<file path="src/tos_pkg.sv">
// Types and constants of the TCP option scanner.
// No dependencies; used by tos_in_if and by every module except tos_checker.
`timescale 1ns / 1ps

package tos_pkg;

  localparam int unsigned MAX_OPTION_BYTES = 40;
  localparam int unsigned WS_LIMIT         = 14;
  localparam int unsigned TS_WORD_BYTES    = 4;

  localparam int unsigned LEFT_W = 6;
  // Option length is at most MAX_OPTION_BYTES + 1 after the length check.
  localparam int unsigned LEN_W  = $clog2(MAX_OPTION_BYTES + 2);
  localparam int unsigned BI_W   = LEN_W;

  localparam logic [7:0] KIND_EOL = 8'd0;
  localparam logic [7:0] KIND_NOP = 8'd1;
  localparam logic [7:0] KIND_WS  = 8'd3;
  localparam logic [7:0] KIND_TS  = 8'd8;
  localparam logic [7:0] LEN_WS   = 8'd3;
  localparam logic [7:0] LEN_TS   = 8'd10;

  typedef enum logic [1:0] {
    PH_KIND,
    PH_LEN,
    PH_BODY,
    PH_STOP
  } phase_e;

  typedef enum logic [1:0] {
    STOP_DONE,
    STOP_EOL,
    STOP_CUT,
    STOP_BADLEN
  } stop_e;

  typedef struct packed {
    logic        has_timestamp;
    logic [31:0] ts_value;
    logic [31:0] ts_echo;
    logic        has_window_scale;
    logic [3:0]  window_shift;
    stop_e       stop_reason;
  } res_t;

endpackage

</file>
<file path="src/tos_if.sv">
// Valid/ready channel interfaces of the TCP option scanner.
// Depends on tos_pkg for field widths.
`timescale 1ns / 1ps

interface tos_in_if import tos_pkg::*; ();
  logic              valid;
  logic              ready;
  logic              action;
  logic [7:0]        opt_byte;
  logic [LEFT_W-1:0] bytes_left;

  modport source (output valid, action, opt_byte, bytes_left, input ready);
  modport sink   (input valid, action, opt_byte, bytes_left, output ready);
endinterface

interface tos_out_if;
  logic        valid;
  logic        ready;
  logic        has_timestamp;
  logic [31:0] ts_value;
  logic [31:0] ts_echo;
  logic        has_window_scale;
  logic [3:0]  window_shift;
  logic [1:0]  stop_reason;

  modport source (output valid, has_timestamp, ts_value, ts_echo, has_window_scale,
                  window_shift, stop_reason, input ready);
  modport sink   (input valid, has_timestamp, ts_value, ts_echo, has_window_scale,
                  window_shift, stop_reason, output ready);
endinterface

</file>
<file path="src/tos_scan_core.sv">
// Scan state and per-byte next-state logic of the TCP option scanner.
// Depends on tos_pkg.
`timescale 1ns / 1ps

module tos_scan_core import tos_pkg::*; (
  input  logic              clk_i,
  input  logic              rst_ni,
  input  logic              step_i,
  input  logic              action_i,
  input  logic [7:0]        byte_i,
  input  logic [LEFT_W-1:0] left_i,
  output logic              last_o,
  output res_t              res_o
);

  phase_e           phase_q, phase_scan, phase_d;
  stop_e            stop_q, stop_d;
  logic [7:0]       kind_q, kind_d;
  logic [LEN_W-1:0] len_q, len_d;
  logic [BI_W-1:0]  bi_q, bi_d, bi_inc;
  logic [31:0]      tsv_q, tsv_d, tse_q, tse_d;
  logic             ts_seen_q, ts_seen_d, ws_seen_q, ws_seen_d;
  logic [3:0]       ws_shift_q, ws_shift_d;
  logic [LEFT_W-1:0] lim;
  logic             len_bad, body_done, ts_opt;

  assign lim       = (left_i > LEFT_W'(MAX_OPTION_BYTES)) ? LEFT_W'(MAX_OPTION_BYTES) : left_i;
  assign len_bad   = (byte_i < 8'd2) || (byte_i > (8'(lim) + 8'd1));
  assign bi_inc    = bi_q + BI_W'(1);
  assign body_done = ((BI_W + 1)'(bi_inc) + (BI_W + 1)'(2)) >= (BI_W + 1)'(len_q);
  assign ts_opt    = (kind_q == KIND_TS) && (8'(len_q) == LEN_TS);
  assign last_o    = action_i || (left_i == LEFT_W'(1));

  // Next phase.
  always_comb begin
    phase_scan = phase_q;
    unique case (phase_q)
      PH_KIND: begin
        priority if (byte_i == KIND_EOL) phase_scan = PH_STOP;
        else if (byte_i == KIND_NOP) phase_scan = PH_KIND;
        else if (lim < LEFT_W'(2)) phase_scan = PH_STOP;
        else phase_scan = PH_LEN;
      end
      PH_LEN: begin
        priority if (len_bad) phase_scan = PH_STOP;
        else if (byte_i == 8'd2) phase_scan = PH_KIND;
        else phase_scan = PH_BODY;
      end
      PH_BODY: begin
        if (body_done) phase_scan = PH_KIND;
      end
      PH_STOP: phase_scan = PH_STOP;
      default: phase_scan = PH_KIND;
    endcase
    phase_d = last_o ? PH_KIND : phase_scan;
  end

  // Captured fields and report.
  always_comb begin
    stop_d     = stop_q;
    kind_d     = kind_q;
    len_d      = len_q;
    bi_d       = bi_q;
    tsv_d      = tsv_q;
    tse_d      = tse_q;
    ts_seen_d  = ts_seen_q;
    ws_seen_d  = ws_seen_q;
    ws_shift_d = ws_shift_q;
    unique case (phase_q)
      PH_KIND: begin
        priority if (byte_i == KIND_EOL) stop_d = STOP_EOL;
        else if (byte_i == KIND_NOP) stop_d = stop_q;
        else if (lim < LEFT_W'(2)) stop_d = STOP_CUT;
        else kind_d = byte_i;
      end
      PH_LEN: begin
        if (len_bad) begin
          stop_d = STOP_BADLEN;
        end else begin
          len_d = byte_i[LEN_W-1:0];
          bi_d  = '0;
          if ((kind_q == KIND_TS) && (byte_i == LEN_TS)) begin
            tsv_d     = '0;
            tse_d     = '0;
            ts_seen_d = 1'b0;
          end
        end
      end
      PH_BODY: begin
        if ((kind_q == KIND_WS) && (8'(len_q) == LEN_WS) && (bi_q == '0)) begin
          ws_shift_d = (byte_i > 8'(WS_LIMIT)) ? 4'(WS_LIMIT) : byte_i[3:0];
          ws_seen_d  = 1'b1;
        end
        if (ts_opt) begin
          if (bi_q < BI_W'(TS_WORD_BYTES)) begin
            tsv_d = {tsv_q[23:0], byte_i};
          end else if (bi_q < BI_W'(2 * TS_WORD_BYTES)) begin
            tse_d = {tse_q[23:0], byte_i};
          end
          if (bi_q == BI_W'(2 * TS_WORD_BYTES - 1)) ts_seen_d = 1'b1;
        end
        bi_d = bi_inc;
      end
      PH_STOP: stop_d = stop_q;
      default: stop_d = stop_q;
    endcase

    if (action_i) begin
      res_o = '0;
    end else begin
      res_o.has_timestamp    = ts_seen_d;
      res_o.ts_value         = ts_seen_d ? tsv_d : '0;
      res_o.ts_echo          = ts_seen_d ? tse_d : '0;
      res_o.has_window_scale = ws_seen_d;
      res_o.window_shift     = ws_seen_d ? ws_shift_d : '0;
      unique case (phase_scan)
        PH_STOP: res_o.stop_reason = stop_d;
        PH_KIND: res_o.stop_reason = STOP_DONE;
        default: res_o.stop_reason = STOP_BADLEN;
      endcase
    end
  end

  always_ff @(posedge clk_i or negedge rst_ni) begin
    if (!rst_ni) begin
      phase_q   <= PH_KIND;
      stop_q    <= STOP_DONE;
      ts_seen_q <= 1'b0;
      ws_seen_q <= 1'b0;
    end else if (step_i) begin
      if (action_i) begin
        phase_q <= PH_KIND;
      end else begin
        phase_q <= phase_d;
      end
      stop_q    <= last_o ? STOP_DONE : stop_d;
      ts_seen_q <= last_o ? 1'b0 : ts_seen_d;
      ws_seen_q <= last_o ? 1'b0 : ws_seen_d;
    end
  end

  // Payload registers; their contents only matter behind the flags above.
  always_ff @(posedge clk_i) begin
    if (step_i) begin
      kind_q     <= kind_d;
      len_q      <= len_d;
      bi_q       <= bi_d;
      tsv_q      <= tsv_d;
      tse_q      <= tse_d;
      ws_shift_q <= ws_shift_d;
    end
  end

endmodule

</file>
<file path="src/tos_out_reg.sv">
// Result register of the TCP option scanner, driving the output channel.
// Depends on tos_pkg and tos_out_if.
`timescale 1ns / 1ps

module tos_out_reg import tos_pkg::*; (
  input  logic       clk_i,
  input  logic       rst_ni,
  input  logic       load_i,
  input  res_t       res_i,
  output logic       free_o,
  tos_out_if.source  out_if
);

  logic valid_q, valid_d;
  res_t res_q;

  assign free_o  = !valid_q || out_if.ready;
  assign valid_d = load_i || (valid_q && !out_if.ready);

  always_ff @(posedge clk_i or negedge rst_ni) begin
    if (!rst_ni) begin
      valid_q <= 1'b0;
    end else begin
      valid_q <= valid_d;
    end
  end

  always_ff @(posedge clk_i) begin
    if (load_i) begin
      res_q <= res_i;
    end
  end

  assign out_if.valid            = valid_q;
  assign out_if.has_timestamp    = res_q.has_timestamp;
  assign out_if.ts_value         = res_q.ts_value;
  assign out_if.ts_echo          = res_q.ts_echo;
  assign out_if.has_window_scale = res_q.has_window_scale;
  assign out_if.window_shift     = res_q.window_shift;
  assign out_if.stop_reason      = res_q.stop_reason;

endmodule

</file>
<file path="src/tcp_option_scanner.sv">
// Each accepted item waits in the input register and is scanned from there; its report,
// if any, is loaded into the result register that drives the output.
// Throughput: one item per cycle. Bytes that produce no report keep flowing while a report
// waits on the output; only a last byte or an empty-area item waits for the result register.
// Reset (rst_ni low, asynchronous) clears the scan state, valid flags and pending items.
`timescale 1ns / 1ps

module tcp_option_scanner import tos_pkg::*; (
  input  logic      clk_i,
  input  logic      rst_ni,
  tos_in_if.sink    in_if,
  tos_out_if.source out_if
);

  // Input register: one option byte (or an empty-area marker) waiting to be scanned.
  logic              in_valid_q;
  logic              action_q;
  logic [7:0]        byte_q;
  logic [LEFT_W-1:0] left_q;

  logic in_take;
  logic step;
  logic last;
  logic out_free;
  res_t res;

  // The held item advances when it produces no report, or when the result register
  // can take its report in this cycle. The input register refills whenever it empties.
  assign step        = in_valid_q && (!last || out_free);
  assign in_if.ready = !in_valid_q || step;
  assign in_take     = in_if.valid && in_if.ready;

  always_ff @(posedge clk_i or negedge rst_ni) begin
    if (!rst_ni) begin
      in_valid_q <= 1'b0;
    end else if (in_if.ready) begin
      in_valid_q <= in_if.valid;
    end
  end

  always_ff @(posedge clk_i) begin
    if (in_take) begin
      action_q <= in_if.action;
      byte_q   <= in_if.opt_byte;
      left_q   <= in_if.bytes_left;
    end
  end

  // The scan state moves by one byte on each step. The report for a last byte or an
  // empty-area item comes out of the same combinational pass.
  tos_scan_core u_core (
    .clk_i    (clk_i),
    .rst_ni   (rst_ni),
    .step_i   (step),
    .action_i (action_q),
    .byte_i   (byte_q),
    .left_i   (left_q),
    .last_o   (last),
    .res_o    (res)
  );

  // The result register holds a report until the sink takes it.
  tos_out_reg u_out (
    .clk_i  (clk_i),
    .rst_ni (rst_ni),
    .load_i (step && last),
    .res_i  (res),
    .free_o (out_free),
    .out_if (out_if)
  );

endmodule

</file>
<file path="src/flat_wrapper.sv">
// flat-port wrapper written by rule: the top's interface ports become plain ports
module tcp_option_scanner_flat import tos_pkg::*;
  (clk_i, rst_ni, in_if_valid, in_if_action, in_if_opt_byte, in_if_bytes_left, in_if_ready, out_if_valid, out_if_has_timestamp, out_if_ts_value, out_if_ts_echo, out_if_has_window_scale, out_if_window_shift, out_if_stop_reason, out_if_ready);
  tos_in_if in_if_i ();
  tos_out_if out_if_i ();
  input  logic clk_i;
  input  logic rst_ni;
  input wire logic [$bits(in_if_i.valid)-1:0] in_if_valid;
  input wire logic [$bits(in_if_i.action)-1:0] in_if_action;
  input wire logic [$bits(in_if_i.opt_byte)-1:0] in_if_opt_byte;
  input wire logic [$bits(in_if_i.bytes_left)-1:0] in_if_bytes_left;
  output wire logic [$bits(in_if_i.ready)-1:0] in_if_ready;
  output wire logic [$bits(out_if_i.valid)-1:0] out_if_valid;
  output wire logic [$bits(out_if_i.has_timestamp)-1:0] out_if_has_timestamp;
  output wire logic [$bits(out_if_i.ts_value)-1:0] out_if_ts_value;
  output wire logic [$bits(out_if_i.ts_echo)-1:0] out_if_ts_echo;
  output wire logic [$bits(out_if_i.has_window_scale)-1:0] out_if_has_window_scale;
  output wire logic [$bits(out_if_i.window_shift)-1:0] out_if_window_shift;
  output wire logic [$bits(out_if_i.stop_reason)-1:0] out_if_stop_reason;
  input wire logic [$bits(out_if_i.ready)-1:0] out_if_ready;
  assign in_if_i.valid = in_if_valid;
  assign in_if_i.action = in_if_action;
  assign in_if_i.opt_byte = in_if_opt_byte;
  assign in_if_i.bytes_left = in_if_bytes_left;
  assign in_if_ready = in_if_i.ready;
  assign out_if_valid = out_if_i.valid;
  assign out_if_has_timestamp = out_if_i.has_timestamp;
  assign out_if_ts_value = out_if_i.ts_value;
  assign out_if_ts_echo = out_if_i.ts_echo;
  assign out_if_has_window_scale = out_if_i.has_window_scale;
  assign out_if_window_shift = out_if_i.window_shift;
  assign out_if_stop_reason = out_if_i.stop_reason;
  assign out_if_i.ready = out_if_ready;
  tcp_option_scanner u_core (.clk_i(clk_i), .rst_ni(rst_ni), .in_if(in_if_i), .out_if(out_if_i));
endmodule
</file>
<file path="config.mk">
export PLATFORM = sky130hd
export DESIGN_NAME = tcp_option_scanner_flat
export DESIGN_NICKNAME = d
export VERILOG_FILES = /design/src/tos_pkg.sv /design/src/tos_if.sv /design/src/tos_scan_core.sv /design/src/tos_out_reg.sv /design/src/tcp_option_scanner.sv /design/src/flat_wrapper.sv
export SDC_FILE = /design/constraint.sdc
export NUM_CORES = 1
export LEC_CHECK = 0
export BUFFER_PORTS_ARGS = -buffer_cell sky130_fd_sc_hd__buf_2
export CAP_MARGIN = 20
export CORE_UTILIZATION = 44
export DETAILED_ROUTE_END_ITERATION = 10
export GPL_ROUTABILITY_DRIVEN = 0
export PLACE_DENSITY_LB_ADDON = 0.3
export REMOVE_ABC_BUFFERS = 1
export SYNTH_ARGS = -nofsm -noshare
export SYNTH_HDL_FRONTEND = slang
export SYNTH_SLANG_ARGS = --single-unit
</file>
<file path="constraint.sdc">
create_clock -name clk_i -period 4.67 [get_ports clk_i]
set_input_delay 0.7005 -clock clk_i [delete_from_list [all_inputs] [get_ports clk_i]]
set_output_delay 0.7005 -clock clk_i [all_outputs]
set_load 0.02 [all_outputs]
</file>
# [Word level (Yosys, flattened, before mapping)]
# Cells that the tools add are included.
# Widths: inputs -> output; s select.
[totals] latchBits=0 output_inout_bits=74 reg_bits=183 inputBits=19 mem_count=0 wordCells=122 mem_bits_rw=0 romBits=0
[op_classes] div_mod_pow=0 n_shift=0 multipliers=0 n_bitwise=6 n_reduce_logical=28 n_mux=42 magnitude_cmp=8 n_eq_ne=14 addsub=3
[ops] op="$mux 32" count=9
[ops] op="$pmux 32 s2" count=2
[ops] op="$mux 2" count=13
[ops] op="$eq 8x2->1 const B" count=2
[ops] op="$eq 8x4->1 const B" count=2
[ops] op="$mux 4" count=3
[ops] op="$mux 6" count=2
[ops] op="$pmux 6 s2" count=1
[ops] op="$eq 8x1->1 const B" count=1
[ops] op="$gt 8x4->1 const B" count=1
[ops] op="$gt 8x7->1" count=1
[ops] op="$logic_and 1x1->1" count=8
[ops] op="$logic_not 8->1" count=1
[ops] op="$lt 8x2->1 const B" count=1
[ops] op="$mux 1" count=8
[ops] op="$pmux 2 s2" count=2
[ops] op="$pmux 2 s4" count=1
[ops] op="$add 6x1->7 const B" count=1
[ops] op="$add 6x2->7 const B" count=1
[ops] op="$ge 7x6->1" count=1
[ops] op="$add 6x1->6 const B" count=1
[ops] op="$eq 2x2->1 const B" count=3
[ops] op="$eq 6x1->1 const B" count=1
[ops] op="$eq 6x2->1 const B" count=1
[ops] op="18 further kinds" count=34

# [Depth between registers and ports, before layout]
# Gate-level depths: netlist (run 1).
[depth] ltp_word=9 mapped_depth=15 ltp_nobuf=14

# [By module]
# A second synthesis (run 1) with hierarchy kept.
[unflattened] hier_cells=604 area_unflattened_um2=8698.3
[modules_own_cells] mod="tos_scan_core" n_inst=1 area_per_inst_um2=5959.5 cells_per_inst=507 seq_area_each_um2=2792.7
[modules_own_cells] mod="tos_out_reg" n_inst=1 area_per_inst_um2=2209.6 cells_per_inst=75 seq_area_each_um2=2187.1
[modules_own_cells] mod="tcp_option_scanner" n_inst=1 area_per_inst_um2=529.3 cells_per_inst=22 seq_area_each_um2=475.5

# [Worst setup path before layout (run 1)]
# OpenSTA, ideal clock, no wires.
[synth_path] kind="in2reg" startpoint="in out_if_ready" endpoint="reg u_core.u_out.res_q, in the netlist u_core.u_out.out_if.has_timestamp, enable pin" stages=3 required_ps=4166 t_arrival_ps=4064 setup_slack_ps=102 path_buffers=0 setup_ps=504 path_cell_list="nand2b_1 -> o21ai_1 -> nor2_1"
[synth_between] elab_chain_len=4
[synth_rtl] item="from (decl)" line="flat_wrapper.sv:20" source="input wire logic [$bits(out_if_i.ready)-1:0] out_if_ready;"
[synth_rtl] item="$logic_or 1x1->1" line="tos_out_reg.sv:17" source="assign free_o = !valid_q || out_if.ready;"
[synth_rtl] item="$logic_or 1x1->1" line="tcp_option_scanner.sv:29" source="assign step = in_valid_q && (!last || out_free);"
[synth_rtl] item="$logic_and 1x1->1" line="tcp_option_scanner.sv:29"
[synth_rtl] item="$logic_and 1x1->1" line="tcp_option_scanner.sv:66" source=".load_i (step && last),"
[synth_rtl] item="named net u_core.u_out.load_i" line="tos_out_reg.sv:8" source="input logic load_i,"
[synth_rtl] item="to (signal assigned)" line="tos_out_reg.sv:30" source="res_q <= res_i;"
[synth_rtl] item="to (decl)" line="tos_out_reg.sv:15" source="res_t res_q;"
# The timed path passes the listed nets, and every way through them passes these cells.
# A chain may end at the register's enable or synchronous reset.

# [Final worst setup path (run 1)]
[layout_path] startpoint="reg u_core.left_q[4]" endpoint="reg u_core.u_out.res_q, in the netlist u_core.u_out.out_if.ts_value[5], data pin"
[layout_between] elab_chain_len=9
[layout_rtl] item="from (decl)" line="tcp_option_scanner.sv:19" source="logic [LEFT_W-1:0] left_q;"
[layout_rtl] item="from (signal assigned)" line="tcp_option_scanner.sv:45" source="left_q <= in_if.bytes_left;"
[layout_rtl] item="$gt 6x6->1" line="tos_scan_core.sv:27" source="assign lim = (left_i > LEFT_W'(MAX_OPTION_BYTES)) ? LEFT_W'(MAX_OPTION_BYTES) : left_i;"
[layout_rtl] item="$mux 6 *" line="tos_scan_core.sv:27"
[layout_rtl] item="$add 6x1->7 *" line="tos_scan_core.sv:28" source="assign len_bad = (byte_i < 8'd2) || (byte_i > (8'(lim) + 8'd1));"
[layout_rtl] item="$gt 8x7->1 *" line="tos_scan_core.sv:28"
[layout_rtl] item="$logic_or 1x1->1 *" line="tos_scan_core.sv:28"
[layout_rtl] item="$mux 1" line="tos_scan_core.sv:77" source="if (len_bad) begin"
[layout_rtl] item="$pmux 1 s2" line="tos_scan_core.sv:69" source="unique case (phase_q)"
[layout_rtl] item="$not 1->1 (no source line)"
[layout_rtl] item="$reduce_or 2->1 (no source line)"
# Mark *: on every way between the ends. The rest lies on a longest branch, timed or not.

==> results of run 1 <==
-- cells in the mapped netlist, types with 3 or more instances --
cell type and number:
edfxtp_1 175, a22o_1 66, nor2b_1 42, ha_1 21, nor2b_4 19, inv_1 18
nor2_1 18, buf_2 15, a21oi_1 14, nand2_1 14, nand3_1 11, and2_1 9
nor2b_2 9, o21ai_0 9, dfrtp_1 8, a31oi_1 7, o21ai_1 7, nor3_1 6
o211ai_1 6, clkbuf_1 5, nand2b_1 5, xnor2_1 5, xor2_1 5, inv_2 4
and3_1 3, buf_6 3, nor3b_1 3, o21bai_1 3, or3_1 3
-- logic make-up after synthesis --
| kind of cell | count (synthesis) | synth area share |
|---|---|---|
| other | 1 | 0.0004589 |
| buffers and inverters | 46 | 0.02618 |
| muxes | 1 | 0.001378 |
| adders and majority gates | 21 | 0.03215 |
| DFF | 183 | 0.6676 |
| xor gates and xnor gates | 10 | 0.01072 |
| AOI/OAI and AO/OA | 127 | 0.1193 |
| and+or+nand+nor | 162 | 0.1422 |
-- state kept, by name, indices dropped and copies added, names as in the netlist --
signal,cells
u_core.byte_q,8
u_core.u_core.ts_seen_q,1
u_core.u_core.len_q,6
u_core.u_core.ws_seen_q,1
u_core.u_core.tsv_q,32
u_core.u_out.out_if.has_timestamp,1
u_core.left_q,6
u_core.u_core.kind_q,8
u_core.u_out.out_if.has_window_scale,1
u_core.u_out.out_if.window_shift,4
u_core.u_out.out_if.ts_echo,32
u_core.u_core.phase_q,2
u_core.u_core.tse_q,32
u_core.u_core.stop_q,2
u_core.action_q,1
u_core.in_valid_q,1
u_core.u_out.out_if.valid,1
u_core.u_core.ws_shift_q,4
u_core.u_out.out_if.ts_value,32
u_core.u_core.bi_q,6
u_core.u_out.out_if.stop_reason,2
-- area by class of cell --
class / instances / area [µm²]
Clock buffer: 17 / 425.4
Clock inverter: 13 / 196.4
Fill cell: 1491 / 8576
Inverter: 22 / 82.58
Multi-Input combinational cell: 322 / 2516
Sequential cell: 183 / 5455
Tap cell: 229 / 286.5
Timing Repair Buffer: 101 / 548.0
-- power by group --
part,leakage [nW],switching (mW),internal (mW)
sequential,1.81,0.120,2.09
clock,0.297,0.604,0.900
combinational,1.49,0.454,0.400
-- layer usage --
metal,global-route usage,wire length [µm],share of wire,vias to the layer above
li1,-,-,-,2300
met1,0.2183,6825,0.44,2354
met4,0.05441,159,0.010,0
met2,0.2798,7548,0.48,164
met5,0,0,0,-
met3,0.05438,1107,0.071,16
-- worst max-delay path by stage --
stage                                         to  slack, ns  depth (start not counted)
6_report         u_core.u_out.out_if.ts_value[5]       1.06                         14
3_5_place_dp     u_core.u_out.out_if.ts_value[2]       1.09                         14
5_1_grt          u_core.u_out.out_if.ts_value[1]       0.75                         14
4_1_cts          u_core.u_out.out_if.ts_value[5]       1.06                         14
2_1_floorplan  u_core.u_out.out_if.has_timestamp       0.10                          3
3_3_place_gp     u_core.u_out.out_if.ts_value[4]       1.21                         14
-- metrics by stage --
| stage | utilization | total power, mW |
|---|---|---|
| after detailed placement | 0.4899 | 3.092 |
| final | 0.5258 | 4.569 |
| after global routing | 0.5258 | 4.767 |
| after global placement | 0.4899 | 3.049 |
| after CTS | 0.5243 | 4.607 |
| after floorplan | - | 2.851 |
==> qor.yml, run 1 <==
via_count: 4834
finalHoldWorstSlack_ns: 0.1186
yosys.cell_types.count: 59
timing.setup.tns_ns: 0
share_of_layout_cells_above_drive_strength_1: 0.2690
cp_num_buf_inv: 0
cts.sink_count: 183
die_width_um: 138.3
io_buffers: 92
ys_seq_area_frac: 0.6676
fp-row-count: 49
number_of_nets_in_the_layout: 687
critical_path_required_ns: 4.95
grt_usage: 0.1715
ioPinCount: 93
transition_time_at_the_pin_with_the_least_slew_margin_ns: 0.7586
worst_skew_pair.late_latency_ns: 0.43
maxSlewHeadroom: 0.4943
timing.final.ws_setup_ns: 1.061
timing.critical_path.fanout_max: 33
cells_after_synthesis: 551
static_leak_nw: 3.592
ys_top_cells_by_area: "edfxtp_1 64%, a22o_1 7.1%, ha_1 3.2%"
peak_supply_drop_v: 0.0002730
regToRegSetupSlack_ns: 1.06
setup-violations-final: 0
regToRegStartpoint: "u_core.left_q[4]"
antenna_violating_nets_post_route: 0
layout_commonest_cell: "edfxtp_1"
worst_setup_path_start_kind: "flop"
cts_made_buffers: 17
die_h_um: 138.3
synth-edff-count: 175
initial_utilization: 0.4518
grt_antenna_before_repair: 0
criticalPathCategory: "flop to flop"
period_needed_ns: 3.609
maxCapViolCount: 0
synth.top_cell.area_share: 0.6431
worst_clock_skew_ns: 0.009063
routed_wirelength_um: 15640
yosysWarningCount: 0
drt_iter0_markers: 379
final.period_utilization: 0.7728
grt_pass1_wl_um: 25530
diodes: 0
run_status: "complete, but fails checks"
postSynthAreaPerCell_um2: 14.83
wl_cell_um: 17.63
synth_largest_area_cell: "edfxtp_1"
violations: "DRC"
layout.cell_area.non_filler_um2: 9510
finish.cell_count_without_fillers: 887
crit_path_cell_trace: "or2_2, nand2_1, and2_1, ha_1, nand3_1, xnor2_1, nand2b_1, ha_1, nand4_1, o21bai_1, a31o_2, and2_1, a211o_4, nor2b_2"
slew_violations: 0
grt_start_max_net_pins: 44
unrepaired_setup_endpoints_after_global_routing: "no"
worst_setup_path_startpoint: "u_core.left_q[4]"
dp_worst_setup_slack_ns: 1.093
ff2ff_path_depth: 14
placed_area_um2: 8861
synth.cell_area_um2: 8172
cts-htree-levels: 4
timing.critical_path.slowest_stage_cell: "a211o_4"
cts.path.max_buffers: 2
route.detailed.vias_per_inst: 5.450
cts_tree: "built"
grt_pass1_vias: 4882
clk_pin_slew_worst_paths_ns: 0.07
crit_path_end_kind: "flop"
layout_common_cells: "175 x edfxtp_1, 92 x buf_2, 66 x a22o_1"
root_cell_of_the_clock_tree: "clkbuf_16"
synth_ff_type: "edfxtp_1"
maxClockFrequency_mhz: 277.1
timing.hold.worst.class: "input pin to async pin"
drtPass1Iterations: 9
arrival_worst_endpoint_ns: 3.89
postCtsSetupRepairBufs: 0
slowest_delay_ns: 0.60
detailedPlacementHpwl_um: 10510
cts-hold-fix-buffers: 0
cts-resized-gates: 0
grt_overflow_total: 0
p_per_area_nw_per_um2: 480.4
fp.coreArea_um2: 18090
dp.cells: 856
detail_route.drc_violations: 9
postSynthRegisterBits: 183
hold_viol: 0
async_reset_ff_frac: 0.04372
syn2layout_area_growth_pct: 16.38
die_area_um2: 19120
critical-path-top-delay-family: "simple AND/OR/NAND/NOR gates"
worst_r2r_endpoint: "u_core.u_out.out_if.ts_value[5]"
Note: power is estimated with default switching activity, not from simulation.
==> run 2: changes to the inputs <==
--- a/config.mk
+++ b/config.mk
@@ -5,6 +5,7 @@
 export SDC_FILE = /design/constraint.sdc
 export NUM_CORES = 1
 export LEC_CHECK = 0
+export ABC_AREA = 1
 export BUFFER_PORTS_ARGS = -buffer_cell sky130_fd_sc_hd__buf_2
 export CAP_MARGIN = 20
 export CORE_UTILIZATION = 44
==> constraint.sdc (replaced) <==
create_clock -name clk_i -period 3.78 [get_ports clk_i]
set_input_delay 0.567 -clock clk_i [delete_from_list [all_inputs] [get_ports clk_i]]
set_output_delay 0.567 -clock clk_i [all_outputs]
set_load 0.02 [all_outputs]
==> run 2 against run 1 <==
  * Routed wire length is 52% higher
  * Sequential power up 51%
  * Critical path depth up 7
  * Clock skew grew 0.0033 ns
  * Fmax grew 4.2%
  * The flow now finishes without violations
==> qor.yml, run 2 <==
initial_utilization: 0.4505
p_per_area_nw_per_um2: 749.9
yosysWarningCount: 0
maxClockFrequency_mhz: 288.7
sequential_cell_area_in_the_final_layout_um2: 5455
grt_pass1_vias: 7643
routed_wirelength_um: 23850
crit_path_end_kind: "flop"
async_reset_ff_frac: 0.04372
drt_iter0_markers: 655
antenna_violating_nets_post_route: 0
finish.cell_count_without_fillers: 1628
route.detailed.vias_per_inst: 5.057
grt_antenna_before_repair: 0
ys_top_cells_by_area: "edfxtp_1 51%, nand2_1 11%, nand3_1 11%"
cells_after_synthesis: 1266
multi_input_area_um2: 3548
post-synth-top-count-cell: "nand2_1"
setup-violations-final: 0
syn2layout_area_growth_pct: 13.65
die_area_um2: 23870
via_count: 8232
arrival_worst_endpoint_ns: 3.64
critical_path_required_ns: 3.96
io_buffers: 92
static_leak_nw: 5.647
dp.cells: 1594
ioPinCount: 93
final.period_utilization: 0.9164
peak_supply_drop_v: 0.0003462
synth.top_cell.area_share: 0.5136
criticalPathCategory: "flop to flop"
drtPass1Iterations: 5
worst_skew_pair.late_latency_ns: 0.44
share_of_layout_cells_above_drive_strength_1: 0.1132
worst_setup_path_start_kind: "flop"
grt_usage: 0.2024
yosys.cell_types.count: 29
slowest_delay_ns: 0.41
cts-htree-levels: 4
transition_time_at_the_pin_with_the_least_slew_margin_ns: 0.9132
crit_path_cell_trace: "inv_1, nand2_1, nor2_1, nor2_1, o21ai_2, inv_1, nor2_1, ha_1, nand4_1, xor2_1, ha_1, nand2_1, nor3_2, nand4_1, nand2_1, nand3_2, nand3_1, nand2_1, nand3_2, buf_12, nor2_1"
cts_made_buffers: 17
fraction_of_the_mapped_netlist_area_in_compound_gates: 0.04672
mux_share_of_post_synthesis_cell_area: 0
timing.hold.worst.class: "input pin to flop"
synth-edff-count: 175
layout_commonest_cell: "nand2_1"
detail_route.drc_violations: 0
cts.path.max_buffers: 2
hold_viol: 0
timing.final.ws_setup_ns: 0.3160
postCtsSetupRepairBufs: 0
layout_common_cells: "293 x nand2_1, 261 x inv_1, 214 x nand3_1"
die_width_um: 154.5
xor_and_xnor_fraction_of_the_mapped_netlist_area: 0.005136
synth_common_cells: "293 x nand2_1, 264 x inv_1, 216 x nand3_1, 175 x edfxtp_1, 103 x nor2_1"
synth_ff_type: "edfxtp_1"
power.total_mw: 8.720
grt_overflow_total: 0
fp-row-count: 55
run_status: "completed"
grt_start_max_net_pins: 74
grt_pass1_wl_um: 38290
cts_tree: "built"
period_needed_ns: 3.464
postSynthAreaPerCell_um2: 8.081
maxCapViolCount: 0
number_of_nets_in_the_layout: 1370
synth_top_family_by_area: "simple AND/OR/NAND/NOR gates"
postSynthRegisterBits: 183
unrepaired_setup_endpoints_after_global_routing: "no"
root_cell_of_the_clock_tree: "clkbuf_16"
clk_pin_slew_worst_paths_ns: 0.07
slew_violations: 0
fp.coreArea_um2: 22710
timing.setup.tns_ns: 0
ys_seq_area_frac: 0.5332
timing.critical_path.slowest_stage_cell: "edfxtp_1"
synth_largest_area_cell: "edfxtp_1"
diodes: 0
synth.cell_area_um2: 10230
synth_simple_gate_area_frac: 0.2651
maxSlewHeadroom: 0.3912
die_h_um: 154.5
cts.sink_count: 183
post_synth_fa_ha_maj_area_fraction: 0.02568
detailedPlacementHpwl_um: 14210
wl_cell_um: 14.65
timing.critical_path.fanout_max: 33
nFillCells: 2158
dp_worst_setup_slack_ns: 0.1052
worst_clock_skew_ns: 0.01234
[run 2: cell types whose count changed after synthesis, sizes merged, moves of 17 or more]
cell / previous run / this run
nor2b: 70 / 0
o21ai: 16 / 77
nor2: 18 / 103
a22o: 66 / 0
nand3: 11 / 216
clkbuf: 5 / 30
inv: 22 / 264
buf: 19 / 36
nand2: 14 / 293
[run 2: area by class of cell]
class,count,area share
Clock buffer,19,0.03723
Clock inverter,13,0.01248
Inverter,264,0.08523
Multi-Input combinational cell,753,0.3052
Sequential cell,183,0.4692
Tap cell,285,0.03067
Timing Repair Buffer,111,0.06005
[run 2: routing by layer]
layer	wire length, µm	vias to the layer above	GRT usage
li1	-	4153	-
met5	0	-	0
met2	11450	227	0.3420
met4	199	0	0.05705
met1	10990	3835	0.2677
met3	1204	17	0.03474
[run 2: worst paths after layout]
path / startpoint / to / slack (ns) / depth (start not counted)
worst min register to register: u_core.u_core.stop_q[0] / u_core.u_core.stop_q[0] / 0.52 / 2
max in group asynchronous: rst_ni / u_core.u_core.ts_seen_q / 3.10 / 2
worst min-delay path: in_if_opt_byte[5] / u_core.byte_q[5] / 0.30 / 1
min in group asynchronous: rst_ni / u_core.in_valid_q / 0.50 / 2
worst max-delay path: u_core.left_q[2] / u_core.u_out.out_if.ts_value[20] / 0.32 / 21
worst max register to register: u_core.left_q[2] / u_core.u_out.out_if.ts_value[20] / 0.32 / 21
[run 2: repair_timing]
action	4_1_cts	5_1_grt
endpoints found under the setup margin	0	111
gates resized for setup	0	4
hold buffers	1	0
endpoints found under the hold margin	8	0
[run 2: power by group]
group | internal [mW] | total (mW) | switching, mW
Sequential | 3.05 | 3.34 | 0.289
Clock | 0.984 | 1.78 | 0.800
Combinational | 1.15 | 3.59 | 2.44
[run 2: cells by family after synthesis]
family	count (synthesis)
AND/OR/NAND/NOR	634
buffers and inverters	330
flip-flops	183
AO/OA/AOI/OAI	91
adder cells (fa/ha/maj)	21
XOR/XNOR	6
other	1
[run 2: stage by stage]
stage               instance area (µm²)    util  hold slack (ns)
global route                      11630  0.5120           0.2839
global placement                  11000  0.4845           0.4206
finish                            11630  0.5120           0.3004
detailed placement                11000  0.4845           0.4239
floorplan                          9956       -           0.2714
CTS                               11590  0.5104           0.2888
[run 2: critical path, delay by kind of cell (launching register included)]
kind,cells,cell delay [ns]
xor gates and xnor gates,1,0.17
AOI/OAI and AO/OA,1,0.18
and+or+nand+nor,14,1.52
buffers and inverters,3,0.38
adders and majority gates,2,0.48
DFF,1,0.41
==> run 3: changes to the inputs <==
--- a/config.mk
+++ b/config.mk
@@ -12,7 +12,9 @@
 export DETAILED_ROUTE_END_ITERATION = 10
 export GPL_ROUTABILITY_DRIVEN = 0
 export PLACE_DENSITY_LB_ADDON = 0.3
+export RECOVER_POWER = 100
 export REMOVE_ABC_BUFFERS = 1
 export SYNTH_ARGS = -nofsm -noshare
 export SYNTH_HDL_FRONTEND = slang
+export SYNTH_HIERARCHICAL = 1
 export SYNTH_SLANG_ARGS = --single-unit
==> run 3 against run 2 <==
  * The run now ends with capacitance limit, slew limit left
  * Cell count is 3.9% higher
  * Register-to-register slack lost 0.03 ns
  * Power shrank 7.8%
==> qor.yml, run 3 <==
clk_pin_slew_worst_paths_ns: 0.07
grt_pass1_vias: 7844
die_width_um: 155.0
synth.cell_area_um2: 10300
whs_endpoint: "u_core/action_q"
postSynthAreaPerCell_um2: 7.983
slew_violations: 144
detailedPlacementHpwl_um: 14510
period_needed_ns: 3.490
arrival_worst_endpoint_ns: 3.62
cts-htree-levels: 4
postCtsSetupRepairBufs: 0
share_of_layout_cells_above_drive_strength_1: 0.06386
synth.top_cell.area_share: 0.5103
ys_seq_area_frac: 0.5297
post-synth-top-count-cell: "nand2_1"
cts_tree: "built"
syn2layout_area_growth_pct: 11.43
yosysWarningCount: 6
static_leak_nw: 5.657
unrepaired_setup_endpoints_after_global_routing: "no"
sequential_cell_area_in_the_final_layout_um2: 5455
regToRegStartpoint: "u_core/left_q[2]"
transition_time_at_the_pin_with_the_least_slew_margin_ns: 2.102
diodes: 0
wl_cell_um: 13.70
synth_largest_area_cell: "edfxtp_1"
violations: "capacitance limit, slew limit"
worst_clock_skew_ns: 0.01207
initial_utilization: 0.4521
timing.critical_path.fanout_max: 6
via_count: 8167
ioPinCount: 93
final.period_utilization: 0.9233
final_standard_cell_utilization_of_the_core: 0.5038
yosys.cell_types.count: 33
route.detailed.vias_per_inst: 4.830
cts_made_buffers: 17
fp-row-count: 55
number_of_nets_in_the_layout: 1405
grt_start_max_net_pins: 73
setup-violations-final: 0
grt_usage: 0.2024
layout_commonest_cell: "nand2_1"
power.total_mw: 8.043
worst_r2r_endpoint: "u_core/u_core/bi_q[4]"
peak_supply_drop_v: 0.0004213
async_reset_ff_frac: 0.04372
cts.path.max_buffers: 2
grt_overflow_total: 0
worst_setup_path_start_kind: "flop"
grt_antenna_before_repair: 0
fp.coreArea_um2: 22780
synth_common_cells: "420 x nand2_1, 256 x inv_1, 175 x edfxtp_1, 120 x nor2_1, 116 x nand3_1"
maxSlewHeadroom: -0.4014
ff2ff_path_depth: 18
worst_skew_pair.late_latency_ns: 0.44
detail_route.drc_violations: 0
die_h_um: 155.0
nFillCells: 2242
crit_path_end_kind: "flop"
run_status: "complete, but fails checks"
critical_path_required_ns: 3.91
antenna_violating_nets_post_route: 0
io_buffers: 92
layout_common_cells: "420 x nand2_1, 255 x inv_1, 175 x edfxtp_1"
drtPass1Iterations: 5
ys_top_cells_by_area: "edfxtp_1 51%, nand2_1 15%, inv_1 9.3%"
criticalPathCategory: "flop to flop"
multi_input_area_um2: 3505
timing.hold.worst.class: "input pin to flop"
synth_ff_type: "edfxtp_1"
synth-edff-count: 175
dp_worst_setup_slack_ns: 0.3701
cts.sink_count: 183
regToRegSetupSlack_ns: 0.29
timing.final.ws_setup_ns: 0.2898
hold_viol: 0
maxClockFrequency_mhz: 286.5
hold-path-cell-count: 1
cells_after_synthesis: 1290
root_cell_of_the_clock_tree: "clkbuf_16"
maxCapViolCount: 3
die_area_um2: 24020
postSynthRegisterBits: 183
drt_iter0_markers: 638
p_per_area_nw_per_um2: 700.9
routed_wirelength_um: 23160
hold_crit_start: "in_if_action"
grt_pass1_wl_um: 38250
-- run 3: kinds of logic (layout without fill, tap and decap cells) --
group	count (synthesis)	after routing	share of synthesized area
flops	183	183	0.5297
simple gates	701	701	0.2819
fa+ha+maj	21	21	0.02551
other cells	1	1	0.0003641
buf+inv	320	408	0.1282
compound gates	59	59	0.03013
xor+xnor	5	5	0.004253
-- run 3: worst max-delay path by stage --
stage	start	end	cells past startpoint
6_report	u_core/left_q[2]	u_core/u_core/bi_q[4]	18
5_1_grt	u_core/left_q[2]	u_core/u_core/bi_q[4]	18
4_1_cts	u_core/left_q[2]	u_core/u_out/out_if.ts_echo[8]	19
3_5_place_dp	u_core/left_q[2]	u_core/u_out/out_if.ts_value[21]	19
3_3_place_gp	u_core/left_q[2]	u_core/u_out/out_if.ts_echo[13]	19
2_1_floorplan	u_core/left_q[3]	u_core/u_core/kind_q[0]	6
-- run 3: worst max-delay path, cell delays in order, from the launching register on --
cell	delay (ns)
edfxtp_1	0.41
nor2_1	0.14
a21oi_1	0.07
o21ai_0	0.37
inv_1	0.15
nor2_1	0.16
ha_1	0.20
nand4_1	0.12
xnor2_1	0.17
ha_1	0.27
nand2_1	0.05
nor2_1	0.13
nand4_1	0.10
nand2_1	0.11
nand2_1	0.07
nand2_1	0.15
o21ai_0	0.11
nor2_1	0.17
buf_2	0.22
-- run 3: repair_timing --
| item | 4_1_cts | 5_1_grt |
|---|---|---|
| hold endpoints to repair | 8 | 0 |
| hold buffers | 1 | 0 |
| gates resized for setup | 0 | 0 |
-- run 3: through the flow --
step | setup TNS (ns) | instance area (µm²) | std cells | hold WS, ns
final | 0 | 11480 | 1691 | 0.3043
after global routing | 0 | 11480 | 1691 | 0.2890
after CTS | 0 | 11650 | 1691 | 0.2888
after detailed placement | 0 | 11030 | 1658 | 0.4258
after global placement | 0 | 11030 | 1658 | 0.4280
after floorplan | -368.32 | 9966 | 1233 | 0.2714
-- run 3: final cells by class --
cell class | count | area share
Sequential cell | 183 | 0.4754
Multi-Input combinational cell | 787 | 0.3054
Inverter | 263 | 0.08602
Timing Repair Buffer | 113 | 0.04623
Clock buffer | 18 | 0.03740
Tap cell | 313 | 0.03413
Clock inverter | 14 | 0.01548
-- run 3: layer usage --
| layer | part of all wire | vias to the layer above | global-route usage |
|---|---|---|---|
| met5 | 0 | - | 0 |
| met4 | 0.011 | 0 | 0.05705 |
| met3 | 0.053 | 18 | 0.04373 |
| met2 | 0.50 | 210 | 0.3614 |
| met1 | 0.44 | 3808 | 0.2449 |
| li1 | - | 4131 | - |
-- run 3: where the power goes --
part           total, mW  switching (mW)  internal [mW]
Clock               1.84           0.794           1.05
Sequential          3.19           0.255           2.94
Combinational       3.01            2.08          0.929
Total               8.04            3.13           4.91
